$ cat src/rtl/core/qnorm_pkg.sv
// ============================================================================
// qnorm_pkg
// Shared constants, widths and types for the quaternion normalizer.
// ============================================================================
package qnorm_pkg;

    localparam int COMP_WIDTH_DEF = 32;
    localparam int FRAC_BITS_DEF  = 16;
    localparam int NUM_LANES      = 4;

    typedef struct packed {
        logic valid;
        logic zero;
    } t_lane_ctl;

endpackage

$ cat src/rtl/core/qnorm_div.sv
// ============================================================================
// qnorm_div
// Pipelined restoring divider: floor(a * 2^FRAC_BITS / d), a <= d, d > 0.
// ============================================================================
module qnorm_div #(
    parameter int COMP_WIDTH = qnorm_pkg::COMP_WIDTH_DEF,
    parameter int FRAC_BITS  = qnorm_pkg::FRAC_BITS_DEF
) (
    input  logic                  i_clk,
    input  logic [COMP_WIDTH-1:0] i_num,
    input  logic [COMP_WIDTH:0]   i_den,
    output logic [FRAC_BITS:0]    o_quo
);
    localparam int QW = FRAC_BITS + 1;
    localparam int DW = COMP_WIDTH + 1;

    logic [DW:0]   r_rem [QW+1];
    logic [DW-1:0] r_den [QW+1];
    logic [QW-1:0] r_quo [QW+1];

    always_comb begin
        r_rem[0] = (DW+1)'(i_num);
        r_den[0] = i_den;
        r_quo[0] = '0;
    end

    for (genvar s = 0; s < QW; s++) begin : g_stage
        logic [DW:0] t;
        assign t = (s == 0) ? r_rem[s] : {r_rem[s][DW-1:0], 1'b0};
        always_ff @(posedge i_clk) begin
            r_den[s+1] <= r_den[s];
            if (t >= {1'b0, r_den[s]}) begin
                r_rem[s+1] <= t - {1'b0, r_den[s]};
                r_quo[s+1] <= {r_quo[s][QW-2:0], 1'b1};
            end else begin
                r_rem[s+1] <= t;
                r_quo[s+1] <= {r_quo[s][QW-2:0], 1'b0};
            end
        end
    end

    assign o_quo = r_quo[QW];

endmodule

$ cat config.mk
export PLATFORM = sky130hd
export DESIGN_NAME = qnorm_div
export DESIGN_NICKNAME = d
export VERILOG_FILES = /design/src/rtl/core/qnorm_pkg.sv /design/src/rtl/core/qnorm_div.sv
export SDC_FILE = /design/constraint.sdc
export NUM_CORES = 2
export LEC_CHECK = 0
export BUFFER_PORTS_ARGS = -buffer_cell sky130_fd_sc_hd__buf_2
export CAP_MARGIN = 20
export CORE_MARGIN = 5
export CORE_UTILIZATION = 52
export DETAILED_ROUTE_END_ITERATION = 10
export PLACE_DENSITY = 0.75
export SETUP_SLACK_MARGIN = 0.3
export SKIP_LAST_GASP = 1
export SYNTH_ARGS = -nofsm -noshare
export SYNTH_HDL_FRONTEND = slang
export SYNTH_SLANG_ARGS = --single-unit
$ cat constraint.sdc
create_clock -name i_clk -period 3.2 [get_ports i_clk]
set_clock_uncertainty 0.05 [all_clocks]
set_input_delay 0.32 -clock i_clk [delete_from_list [all_inputs] [get_ports i_clk]]
set_output_delay 0.32 -clock i_clk [all_outputs]
set_load 0.02 [all_outputs]
### Word level (Yosys, flattened, before mapping)

Index checks and enable logic that the tools add are counted.

* add/sub/neg operators: 16
* order comparisons: 17
* multiplexer cells: 33

Operator list (count)
* greater-or-equal comparator 34 x 33 -> 1 bit: 16
* two-way mux 33 bit: 15
* subtractor 33 bit: 15
* greater-or-equal comparator 32 x 33 -> 1 bit: 1
* subtractor 32 x 33 -> 33 bit: 1
* two-way mux 32 bit: 1
* two-way mux 1 bit: 17

* bits in registers: 1209
* input bits: 66
* output and inout bits: 17
* word-level logic and storage cells: 131

### Longest topological paths before layout

* depth after elaboration: 2
* depth in mapped cells: 15
* mapped depth without buffers: 13

### Worst setup path before layout

OpenSTA, ideal clock, no wires.

* path type: reg-to-reg
* from: reg r_den[429] (netlist name)
* to: reg r_rem, in the netlist g_stage[5].t[25]
* library setup time: 0.121 ns
* arrival time: 2.939 ns
* data required time: 3.029 ns
* path slack: 0.090 ns
* cell stages (with the launch flop): 12
* path buffers: 1
* cell sequence: dfxtp_1 fa_1 nand2b_1 a211oi_1 nor3_1 o22a_1 a311o_1 o211ai_2 o21ai_1 a21oi_4 buf_2 mux2_2

* longest elaborated chain between the ends: 2
* elaborated cells on any way between the ends: 3

Ends and longest elaborated chain
* from (decl): line qnorm_div.sv:18 `logic [DW-1:0] r_den [QW+1];`
* from (signal, indexed assignment): line qnorm_div.sv:31 `r_den[s+1] <= r_den[s];`
* subtractor 33 bit or greater-or-equal comparator 34 x 33 -> 1 bit (tied branches): line qnorm_div.sv:33, qnorm_div.sv:32
* two-way mux 33 bit *: line qnorm_div.sv:32 `if (t >= {1'b0, r_den[s]}) begin`
* to (signal, indexed assignment): line qnorm_div.sv:33 `r_rem[s+1] <= t - {1'b0, r_den[s]};`
* to (signal, indexed assignment): line qnorm_div.sv:36 `r_rem[s+1] <= t;`
* to (decl): line qnorm_div.sv:17 `logic [DW:0] r_rem [QW+1];`

Mark *: on every way between the ends. The rest lies on a longest branch, timed or not.
A chain may end at the register's enable or synchronous reset.

### Worst setup path in the final report

* from: reg r_den[433] (netlist name)
* to: reg r_rem, in the netlist g_stage[5].t[21]

The elaborated chain is that of the path after synthesis.

==> results.md <==
* Commonest non-fill, non-tap cell in the layout: dfxtp_1
* Hold EP: g_stage[1].t[16]
* Area after DPL at 67000 um^2
* Placer Congestion at 1.00
* DR vias at 50700
* Critical Path Start Type: flop
* Initial Util at 0.522
* Drt pass-1 iters at 6
* Main flop type after synthesis: dfxtp_1
* Slew at the pin with the worst max-slew slack at 0.702 ns
* Reg2Reg Capture Point: g_stage[5].t[21]
* DIE AREA at 123000 um^2
* CP max-delay cell: dfxtp_1
* Final hold violations at 0
* Slew headroom at 0.527
* RSZ-0062 raised after global routing: yes
* Slew Limit Fails at 0
* Final Instance Area at 79900 um^2
* Crit end category: flop
* Fmax at 296 MHz
* Reg2Reg Depth at 14
* Sequential area share after synthesis at 0.401
* Number of vias per cell at 5.56
* Hold depth at 5
* Layout Area Growth over Synthesis at 32.3%
* Pleak at 37.6 nW
* Share of layout cells above drive strength 1 at 0.288
* CP cell instances: inv_1, ha_1, nand4_1, a211oi_4, nor3_4, o22a_1, a311o_1, o211ai_2, o21ai_2, a21oi_4, buf_6, buf_12, clkbuf_16, mux2_4
* Slowest stage delay, CP at 0.38 ns
* Global-route wire length before repair at 256000 um
* Die Width at 351 um
* Violations in the final reports: setup timing
* Clock tree sinks at 1209
* Pwr dens at 1220 nW/um^2
* Layout net count at 8147
* Max VDD drop at 0.000820 V
* Top-area cell type share of the netlist area at 0.401
* Row cnt at 125
* Initial antenna violation count at 1
* CTS buffer count at 133
* DRC viols at 0
* Total power at 97.5 mW
* Util after Layout at 0.690
* Library cells used by synthesis at 102
* Setup ws final at -0.175 ns
* Ys Warns at 0
* I/O Buffers at 82
* Reg clk slew, reported paths at 0.07 ns
* Number of diodes at 0
* Status: complete, but fails checks
* Kind of critical path: flop to flop
* Crit path DAT at 3.95 ns
* Io pins at 83
* Worst Path Max Fanout at 6
* Tmin final at 3.37 ns
* Most frequent cells in the layout: dfxtp_1 (1124), inv_1 (681), buf_4 (665), ha_1 (475), a21oi_1 (474)
* Largest net degree at the start of global routing at 34
* Worst-Skew Late Latency at 0.75 ns
* Max cap viols at 0
* Synth area leaders: dfxtp_1 (40%), ha_1 (12%), a21oi_1 (4.9%), inv_1 (4.4%), xnor2_1 (4.0%)
* Count of flip-flops with a built-in enable after synthesis at 0
* Core ar. at 116000 um^2
* CP required at 3.78 ns
* Tcrit/Tclk final at 1.05
* CTS H-Tree Depth at 4
* Root Driver: clkbuf_16
* CTS tree: done
* Setup Viol. Count Final at 104
* Post-Syn Area at 60400 um^2
* FFs w/ async S/R, synth at 0
* GR Util All Layers at 0.256
* Finished Layout Cells at 9130
* Hold Crit Start: i_num[14]
* Flop and latch count out of synthesis at 1209
* Synth area leader: dfxtp_1
* WL/cell at 18.7 um
* GRT overflow at 0
* Synth Instances at 6533
* Drt total wl at 171000 um
* Syn nets at 7174
* Chip Height at 351 um
* R2R Setup Slk at -0.17 ns
* Reg2reg start: r_den[433]
* Placed cell count at 8562
* Mean Syn Cell Area at 9.24 um^2
* Pre-CTS WS at -0.292 ns
* Detail Placement HPWL at 116000 um
* Fin Hold WS at 0.116 ns
* Fin Setup TNS at -5.41 ns
* Worst min path class: input port to flop
* Antenna Nets Post-Route at 0
* Vias in the first global route at 52400
* CTS Buffer Depth at 3
* 1st-iter DRT viols at 2758
[worst max-delay path: cells and delay by family, from the launching register on]
kind / cells / cell delay, ns
and+or+nand+nor: 2 / 0.31
AOI/OAI and AO/OA: 6 / 1.38
muxes: 1 / 0.29
buffers and inverters: 4 / 0.50
adders and majority gates: 1 / 0.31
DFF: 1 / 0.38
[per-layer routing]
layer	global-route usage	part of all wire	vias to the layer above
met5	0	0.000082	-
met4	0.198	0.093	2
met3	0.0337	0.031	776
met2	0.518	0.55	1456
met1	0.225	0.33	23800
li1	-	-	24700
[synth_stat cells (42+ instances only)]
library cell  count
nor3_1           73
ha_1            559
nor2b_1          86
and3_1           48
nand2_1         378
inv_1           712
a31oi_1          59
o21bai_1         67
nor2_1          348
nand2b_1         89
o21ai_0         296
xnor2_1         278
clkbuf_1        106
mux2_2          192
nand4_1          77
mux2_1           89
a21o_1          277
a21oi_1         588
dfxtp_1        1209
a211oi_1         42
o21a_1           61
xor2_1          169
nand3_1         102
[area by class of cell]
type,count,area (um^2)
fillers,8185,35800
clock buffers,179,3730
well taps,1524,1910
clock inverters,56,786
inverters,714,2710
flip-flops and latches,1209,24300
repair buffers,1021,9540
multi-input cells,4427,36900
[timing repair]
item / CTS / global route
resized for setup: 440 / 728
setup buffers: 126 / 94
gates cloned: 30 / 18
pin swaps: 144 / 203
setup endpoints to repair: 508 / 542
hold buffers: 65 / 2
endpoints found under the hold margin: 66 / 2
[flip-flops by register name, indices dropped and copies added, names as in the netlist]
register and cells:
r_quo 136, r_den 528, g_stage.t 528, o_quo 17
[worst max-delay path by stage]
| stage | startpoint | end | slack (ns) | cells after the start |
|---|---|---|---|---|
| 2_1_floorplan | r_den[374] | g_stage[7].t[10] | 0.12 | 15 |
| 3_3_place_gp | r_den[408] | g_stage[6].t[30] | -0.24 | 13 |
| 3_5_place_dp | r_den[408] | g_stage[6].t[30] | -0.29 | 13 |
| 4_1_cts | r_den[430] | g_stage[5].t[26] | -0.04 | 14 |
| 5_1_grt | r_den[433] | g_stage[5].t[21] | -0.24 | 14 |
| 6_report | r_den[433] | g_stage[5].t[21] | -0.17 | 14 |
[power by group]
part / internal, mW / switching (mW) / total, mW / leakage [nW]
Combinational: 30.9 / 28.1 / 59.1 / 25.3
Sequential: 20.1 / 2.80 / 22.9 / 10.2
Clock: 9.25 / 6.31 / 15.6 / 2.19
[cells by family after synthesis]
family | Yosys count | share of synthesized area
xor+xnor | 447 | 0.0648
buf+inv | 897 | 0.0592
flops | 1209 | 0.401
mux | 330 | 0.0628
simple gates | 1360 | 0.110
compound gates | 1715 | 0.182
fa+ha+maj | 575 | 0.121
Power figures use the tool's default switching activity.
