File: src/rtl/core/qnorm_pkg.sv
// ============================================================================
// qnorm_pkg
// Shared constants, widths and types for the quaternion normalizer.
// ============================================================================
package qnorm_pkg;

    localparam int COMP_WIDTH_DEF = 32;
    localparam int FRAC_BITS_DEF  = 16;
    localparam int NUM_LANES      = 4;

    typedef struct packed {
        logic valid;
        logic zero;
    } t_lane_ctl;

endpackage

File: src/rtl/core/qnorm_sqrt.sv
// ============================================================================
// qnorm_sqrt
// Pipelined restoring square root, one result bit per stage.
// ============================================================================
module qnorm_sqrt #(
    parameter int IN_W  = 2 * qnorm_pkg::COMP_WIDTH_DEF + 2,
    parameter int OUT_W = qnorm_pkg::COMP_WIDTH_DEF + 1
) (
    input  logic               i_clk,
    input  logic [IN_W-1:0]    i_rad,
    output logic [OUT_W-1:0]   o_root
);
    localparam int RW = 2 * OUT_W;

    logic [RW-1:0]    r_rad  [OUT_W+1];
    logic [OUT_W-1:0] r_root [OUT_W+1];

    always_comb begin
        r_rad[0]  = RW'(i_rad);
        r_root[0] = '0;
    end

    for (genvar s = 0; s < OUT_W; s++) begin : g_stage
        localparam int B = OUT_W - 1 - s;
        logic [OUT_W-1:0] c;
        logic [RW-1:0]    csq;
        // c*c = root^2 + root*2^(B+1) + 2^(2B); root^2 tracked via remainder
        assign c   = r_root[s] | (OUT_W'(1) << B);
        assign csq = (RW'(r_root[s]) << (B + 1)) | (RW'(1) << (2 * B));
        always_ff @(posedge i_clk) begin
            if (csq <= r_rad[s]) begin
                r_rad[s+1]  <= r_rad[s] - csq;
                r_root[s+1] <= c;
            end else begin
                r_rad[s+1]  <= r_rad[s];
                r_root[s+1] <= r_root[s];
            end
        end
    end

    assign o_root = r_root[OUT_W];

endmodule

File: config.mk
export PLATFORM = sky130hd
export DESIGN_NAME = qnorm_sqrt
export DESIGN_NICKNAME = d
export VERILOG_FILES = /design/src/rtl/core/qnorm_pkg.sv /design/src/rtl/core/qnorm_sqrt.sv
export SDC_FILE = /design/constraint.sdc
export NUM_CORES = 2
export LEC_CHECK = 0
export CAP_MARGIN = 20
export CORE_MARGIN = 3
export CORE_UTILIZATION = 55
export DETAILED_ROUTE_END_ITERATION = 6
export DONT_BUFFER_PORTS = 1
export GPL_TIMING_DRIVEN = 0
export PLACE_DENSITY = 0.82
export SYNTH_ARGS = -nofsm -noshare
export SYNTH_HDL_FRONTEND = slang
export SYNTH_SLANG_ARGS = --single-unit
File: constraint.sdc
create_clock -name i_clk -period 7.66 [get_ports i_clk]
set_input_delay 1.532 -clock i_clk [delete_from_list [all_inputs] [get_ports i_clk]]
set_output_delay 1.532 -clock i_clk [all_outputs]
set_load 0.1 [all_outputs]
Word-level counts from Yosys, hierarchy flattened
Cells that the tools add are included.

$add $sub $neg: 32. $lt $le $gt $ge: 33. Mux-type cells: 33.

Operator list (number): 66-bit 2-to-1 mux (32); 34-bit by 66-bit <= comparator with 1-bit output (1); 35-bit by 66-bit <= comparator with 1-bit output (1); 36-bit by 66-bit <= comparator with 1-bit output (1); 37-bit by 66-bit <= comparator with 1-bit output (1); 38-bit by 66-bit <= comparator with 1-bit output (1); 39-bit by 66-bit <= comparator with 1-bit output (1); 40-bit by 66-bit <= comparator with 1-bit output (1); 41-bit by 66-bit <= comparator with 1-bit output (1); 42-bit by 66-bit <= comparator with 1-bit output (1); 43-bit by 66-bit <= comparator with 1-bit output (1); 44-bit by 66-bit <= comparator with 1-bit output (1); 45-bit by 66-bit <= comparator with 1-bit output (1); 46-bit by 66-bit <= comparator with 1-bit output (1); 47-bit by 66-bit <= comparator with 1-bit output (1); 48-bit by 66-bit <= comparator with 1-bit output (1); 49-bit by 66-bit <= comparator with 1-bit output (1); 50-bit by 66-bit <= comparator with 1-bit output (1); 51-bit by 66-bit <= comparator with 1-bit output (1); 52-bit by 66-bit <= comparator with 1-bit output (1); 53-bit by 66-bit <= comparator with 1-bit output (1); 54-bit by 66-bit <= comparator with 1-bit output (1); 55-bit by 66-bit <= comparator with 1-bit output (1); 56-bit by 66-bit <= comparator with 1-bit output (1); other kinds (43) (43).

Register bits: 3201. Bits of input ports: 67. Logic and storage cells: 195.

Longest topological paths before layout
Depth in word-level cells: 2. Mapped depth: 15. Depth with buffers taken out: 13.

Worst setup path before layout
OpenSTA, ideal clock, no wires.

Path kind: reg-to-reg. From: register r_root, in the netlist g_stage[30].c[14]. To: register r_rad[175] (netlist name). Library setup time: 0.118 ns. Arrival time: 3.326 ns. Required time: 7.542 ns. Setup slack: 4.215 ns. Cell stages (with the launch flop): 14. Path buffers: 1. Clock period less this slack: 3.445 ns. Cell sequence: dfxtp_1 > inv_1 > ha_1 > clkbuf_1 > nand2_1 > o211ai_1 > a21o_1 > nor4b_1 > a21oi_1 > o41ai_2 > o311ai_0 > or4_1 > or4_1 > xnor2_1.

Longest elaborated chain between the ends: 2. Elaborated cells between the ends (all ways): 3. Those cells by class: 1 x add/sub; 1 x order compare; 1 x mux.

Ends and longest elaborated chain: start: declaration (RTL line qnorm_sqrt.sv:16) `logic [OUT_W-1:0] r_root [OUT_W+1];`; start signal: indexed assignment (RTL line qnorm_sqrt.sv:36) `r_root[s+1] <= r_root[s];`; 66-bit by 36-bit subtractor with 66-bit output / 36-bit by 66-bit <= comparator with 1-bit output (equally long branches) (RTL line qnorm_sqrt.sv:32, qnorm_sqrt.sv:31); 66-bit 2-to-1 mux (*) (RTL line qnorm_sqrt.sv:31) `if (csq <= r_rad[s]) begin`; end signal: indexed assignment (RTL line qnorm_sqrt.sv:32) `r_rad[s+1] <= r_rad[s] - csq;`; end signal: indexed assignment (RTL line qnorm_sqrt.sv:35) `r_rad[s+1] <= r_rad[s];`; end: declaration (RTL line qnorm_sqrt.sv:15) `logic [RW-1:0] r_rad [OUT_W+1];`.

Mark *: on every way between the ends. The rest lies on a longest branch, timed or not. A chain may end at the register's enable or synchronous reset.

Worst setup path in the final report
From: register r_root, in the netlist g_stage[30].c[26]. To: register r_rad[152] (netlist name).

Longest elaborated chain between the ends: 2.

Ends and longest elaborated chain (RTL line): 36-bit by 66-bit <= comparator with 1-bit output (qnorm_sqrt.sv:31); 66-bit 2-to-1 mux (qnorm_sqrt.sv:31).

No other way between the ends.

==> metrics.txt <==
# TYPE chip_impl_metric gauge
chip_impl_metric{name="detailroute.via_count",unit=""} 75000
chip_impl_metric{name="cts_post_setup_buffers_inserted",unit=""} 0
chip_impl_info{name="dominant_register_cell_in_the_synthesized_netlist",value="sky130_fd_sc_hd__dfxtp_1"} 1
chip_impl_metric{name="crit_arrival",unit="ns"} 6.14
chip_impl_info{name="timing.critical_path.mode_cell",value="sky130_fd_sc_hd__clkbuf_1"} 1
chip_impl_metric{name="syn_inst",unit=""} 10100
chip_impl_metric{name="post_cts_resized",unit=""} 0
chip_impl_metric{name="routedWlPerCell",unit="um"} 21.3
chip_impl_metric{name="cts_buffers",unit=""} 280
chip_impl_metric{name="final_design_area_no_fill",unit="um2"} 113000
chip_impl_info{name="worstSetupEndpointType",value="flop"} 1
chip_impl_metric{name="share_comb_of_total_power",unit=""} 0.245
chip_impl_metric{name="cp_slowest_stage_delay",unit="ns"} 0.83
chip_impl_info{name="status",value="completed"} 1
chip_impl_metric{name="crit_fanout",unit=""} 10
chip_impl_metric{name="cts_max_path_buffers",unit=""} 4
chip_impl_info{name="worst_setup_path_start_kind",value="flop"} 1
chip_impl_metric{name="pins_over_slew_limit",unit=""} 0
chip_impl_metric{name="final.period_utilization",unit=""} 0.708
chip_impl_metric{name="cts.clk_slew.worst_paths",unit="ns"} 0.07
chip_impl_metric{name="ios",unit=""} 100
chip_impl_metric{name="die_h",unit="um"} 434
chip_impl_metric{name="die_w",unit="um"} 434
chip_impl_metric{name="powerDensity",unit="nW/um2"} 392
chip_impl_metric{name="global_route.usage.met1",unit=""} 0.397
chip_impl_metric{name="synth_area_in_xor_xnor",unit=""} 0.0808
chip_impl_metric{name="cellInternalPower",unit="mW"} 29.8
chip_impl_metric{name="grt_remaining_overflow",unit=""} 0
chip_impl_metric{name="synth.area.mux_share",unit=""} 0.0120
chip_impl_metric{name="reg2regPathDepth",unit=""} 13
chip_impl_info{name="hp-start",value="r_rad[1829]"} 1
chip_impl_metric{name="synth.net_count",unit=""} 10800
chip_impl_metric{name="final_setup_violation_count",unit=""} 0
chip_impl_metric{name="initial_core_util",unit=""} 0.555
chip_impl_metric{name="cellLeakagePower",unit="nW"} 51.3
chip_impl_metric{name="placeableCoreArea",unit="um2"} 182000
chip_impl_info{name="cts_tree",value="done"} 1
chip_impl_metric{name="postRouteWirelength",unit="um"} 277000
chip_impl_metric{name="rows",unit=""} 156
chip_impl_info{name="hold_end",value="r_rad[1763]"} 1
chip_impl_metric{name="gp_routability_congestion",unit=""} 0.946
chip_impl_metric{name="pre_cts_slack",unit="ns"} 2.58
chip_impl_metric{name="dpl.hpwl",unit="um"} 210000
chip_impl_info{name="crit-reg2reg-capture",value="r_rad[152]"} 1
chip_impl_metric{name="numClockSinks",unit=""} 2673
chip_impl_metric{name="slew_headroom",unit=""} 0.176
chip_impl_metric{name="maxClockFrequency",unit="MHz"} 184
chip_impl_metric{name="dpl_cell_area",unit="um2"} 104000
chip_impl_metric{name="tns",unit="ns"} 0
chip_impl_metric{name="async_reset_ff_frac",unit=""} 0
chip_impl_metric{name="antenna_found_initial",unit=""} 22
chip_impl_metric{name="drt_pass1_iterations",unit=""} 6
chip_impl_metric{name="fp.dieArea",unit="um2"} 188000
chip_impl_metric{name="nFillCells",unit=""} 14400
chip_impl_metric{name="finalCriticalPeriod",unit="ns"} 5.42
chip_impl_metric{name="number_of_synthesized_register_bits",unit=""} 2673
chip_impl_metric{name="layout-area-overhead-vs-synth",unit="%"} 12.2
chip_impl_metric{name="critical_path_required",unit="ns"} 8.37
chip_impl_metric{name="design.final.nets",unit=""} 11100
chip_impl_metric{name="peakVddDrop",unit="V"} 0.000330
chip_impl_metric{name="min_delay_path_depth",unit=""} 0
chip_impl_metric{name="ys_warn_count",unit=""} 0
chip_impl_metric{name="groute.layer.met3.usage",unit=""} 0.0482
chip_impl_metric{name="clock_power_share",unit=""} 0.308
chip_impl_metric{name="drc_errors",unit=""} 0
chip_impl_metric{name="cap_viol_max_count",unit=""} 0
chip_impl_metric{name="grt_util_met2",unit=""} 0.458
chip_impl_metric{name="portBuffers",unit=""} 0
chip_impl_metric{name="detail_route.vias_per_cell",unit=""} 5.78
chip_impl_info{name="min-delay-path-class",value="flop to flop"} 1
chip_impl_metric{name="switching_power",unit="mW"} 14.5
chip_impl_metric{name="worst_pin_slew",unit="ns"} 1.22
chip_impl_info{name="grt_setup_unrepaired",value="no"} 1
chip_impl_metric{name="worst_clk_skew",unit="ns"} 0.0794
chip_impl_metric{name="synthesis.area",unit="um2"} 101000
chip_impl_metric{name="gr_util_all_layers",unit=""} 0.287
chip_impl_metric{name="first_iter_violations",unit=""} 7084
chip_impl_metric{name="worstPathBufferInverterCount",unit=""} 5
chip_impl_metric{name="synth-edff-count",unit=""} 0
chip_impl_metric{name="synth_sequential_area_ratio",unit=""} 0.531
chip_impl_metric{name="final_layout_size_suffix_gt1_frac",unit=""} 0.0597
chip_impl_metric{name="postRouteAntennaNets",unit=""} 0
chip_impl_info{name="worstPathCellList",value="inv_1, ha_1, clkbuf_1, nand4_1, nor4_1, nand4_1, o21ai_0, a31oi_1, o41ai_2, clkbuf_1, clkbuf_1, buf_1, a21oi_1"} 1
chip_impl_info{name="cts.root.buffer_cell",value="sky130_fd_sc_hd__clkbuf_16"} 1
chip_impl_metric{name="cts_hold_buffers",unit=""} 0
chip_impl_metric{name="clock_tree.htree_level_count",unit=""} 5
chip_impl_metric{name="power.share.switching",unit=""} 0.328
chip_impl_metric{name="area_of_the_multi_input_gates",unit="um2"} 43700
chip_impl_info{name="grt_most_used_layer",value="met2"} 1
chip_impl_metric{name="mean_area_per_synthesized_cell",unit="um2"} 9.97
chip_impl_metric{name="first_global_vias",unit=""} 73300
chip_impl_metric{name="synth_simple_gate_area_share",unit=""} 0.152
chip_impl_metric{name="clkLatencyLatePin",unit="ns"} 0.92
chip_impl_metric{name="yosys.area_share.adder",unit=""} 0.0732
chip_impl_metric{name="postLayoutCoreUtil",unit=""} 0.623
chip_impl_info{name="worst-setup-path-type",value="flop to flop"} 1
chip_impl_metric{name="storage_element_area",unit="um2"} 53500
chip_impl_info{name="critical-path-slowest-cell",value="sky130_fd_sc_hd__nor4_1"} 1
chip_impl_metric{name="fin_hold_viols",unit=""} 0
chip_impl_metric{name="grt_pass1_wl",unit="um"} 424000
chip_impl_metric{name="synthDistinctLibCells",unit=""} 87
chip_impl_metric{name="synth-compound-area-share",unit=""} 0.116
chip_impl_metric{name="power",unit="mW"} 44.3
chip_impl_info{name="path_delay_family",value="buffers and inverters"} 1
chip_impl_metric{name="seq_power_share",unit=""} 0.447
chip_impl_metric{name="reg2reg_setup_slack",unit="ns"} 2.24
chip_impl_info{name="dominant_combinational_cell_family_by_area_after_synthesis",value="simple AND/OR/NAND/NOR gates"} 1
chip_impl_metric{name="post-route-worst-setup-slack",unit="ns"} 2.24
chip_impl_metric{name="grt_start_max_net_pins",unit=""} 18
chip_impl_info{name="crit-reg2reg-launch",value="g_stage[30].c[26]"} 1
==> how the worst max path moves through the flow <==
stage | from | to | slack (ns) | cells after the start
final | g_stage[30].c[26] | r_rad[152] | 2.24 | 13
after detailed placement | g_stage[30].c[26] | r_rad[152] | 2.58 | 13
after CTS | g_stage[30].c[26] | r_rad[156] | 2.51 | 13
after floorplan | g_stage[30].c[14] | r_rad[175] | 4.22 | 13
after global routing | g_stage[30].c[26] | r_rad[157] | 2.12 | 13
after global placement | g_stage[28].c[8] | r_rad[300] | 2.26 | 12
==> Yosys cell counts (115+ instances only) <==
| library cell | n | area share |
|---|---|---|
| sky130_fd_sc_hd__a21o_1 | 245 | 0.018 |
| sky130_fd_sc_hd__a21oi_1 | 677 | 0.034 |
| sky130_fd_sc_hd__clkbuf_1 | 175 | 0.0065 |
| sky130_fd_sc_hd__dfxtp_1 | 2673 | 0.53 |
| sky130_fd_sc_hd__ha_1 | 590 | 0.073 |
| sky130_fd_sc_hd__inv_1 | 739 | 0.028 |
| sky130_fd_sc_hd__nand2_1 | 576 | 0.021 |
| sky130_fd_sc_hd__nand3_1 | 201 | 0.010 |
| sky130_fd_sc_hd__nand4_1 | 176 | 0.011 |
| sky130_fd_sc_hd__nor2_1 | 697 | 0.026 |
| sky130_fd_sc_hd__nor3_1 | 290 | 0.014 |
| sky130_fd_sc_hd__nor4_1 | 359 | 0.022 |
| sky130_fd_sc_hd__o21a_1 | 117 | 0.0087 |
| sky130_fd_sc_hd__o21ai_0 | 395 | 0.020 |
| sky130_fd_sc_hd__or3_1 | 115 | 0.0071 |
| sky130_fd_sc_hd__xnor2_1 | 500 | 0.043 |
| sky130_fd_sc_hd__xor2_1 | 430 | 0.037 |
==> metrics by stage <==
stage / instances / hold slack [ns]
floorplan: 10100 / 0.322
global placement: 12500 / 0.331
detailed placement: 12500 / 0.333
CTS: 13000 / 0.297
global route: 13000 / 0.302
finish: 13000 / 0.301
==> cells in the final DEF, fill, tap and decap left out, drive strengths merged, types with 17 or more instances in the layout <==
master,Yosys,routed
clkinvlp,0,17
o21a,117,117
nor4,360,360
inv,740,752
nand3b,31,31
and4,24,24
nand4b,20,20
a21o,245,245
clkinv,0,53
clkbuf,175,543
o211ai,41,41
a211oi,38,38
nor4b,49,49
nor2,697,697
dfxtp,2673,2673
o21bai,61,61
a21oi,677,677
or2,57,57
ha,590,590
o31ai,32,32
and3,55,55
or3,115,115
xnor2,500,500
a31oi,42,42
or4,57,57
xor2,430,430
nand2,576,576
mux2,101,101
nand3,201,201
o21ai,405,405
nor3b,32,32
o2111ai,23,23
nor3,292,292
a21boi,38,38
bufinv,0,28
buf,29,37
nand2b,106,106
and2,31,31
nand4,176,176
nor2b,79,79
==> power by group through the flow <==
stage | registers (mW) | clock network [mW] | logic (mW)
finish | 19.8 | 13.6 | 10.9
global route | 20.1 | 14.3 | 12.1
CTS | 19.8 | 13.8 | 10.7
detailed placement | 20.0 | 0 | 10.6
global placement | 20.0 | 0 | 10.4
floorplan | 18.9 | 0 | 8.21
==> layout make-up <==
type                            instances  share of cell area
Multi-Input combinational cell       6493               0.387
Antenna cell                            6            0.000133
Buffer                                204             0.00695
Timing Repair Buffer                   11            0.000542
Sequential cell                      2673               0.473
Inverter                              740              0.0246
Clock buffer                          366              0.0691
Clock inverter                        110              0.0123
Tap cell                             2370              0.0262
==> registers in the layout, summed over array words and instances, names as in the netlist <==
name / flops
o_root: 33
g_stage.c: 528
r_rad: 2112
==> cell families after synthesis <==
group | after synthesis
AO/OA/AOI/OAI | 1884
XOR/XNOR | 930
adder cells (fa/ha/maj) | 590
buffers and inverters | 944
flip-flops | 2673
multiplexers | 108
AND/OR/NAND/NOR | 2981
==> layer usage <==
metal	vias to the layer above	part of all wire
met4	8	0.030
met2	2710	0.45
li1	35700	-
met1	36000	0.45
met5	-	0.00020
met3	574	0.069
Power figures use the tool's default switching activity.
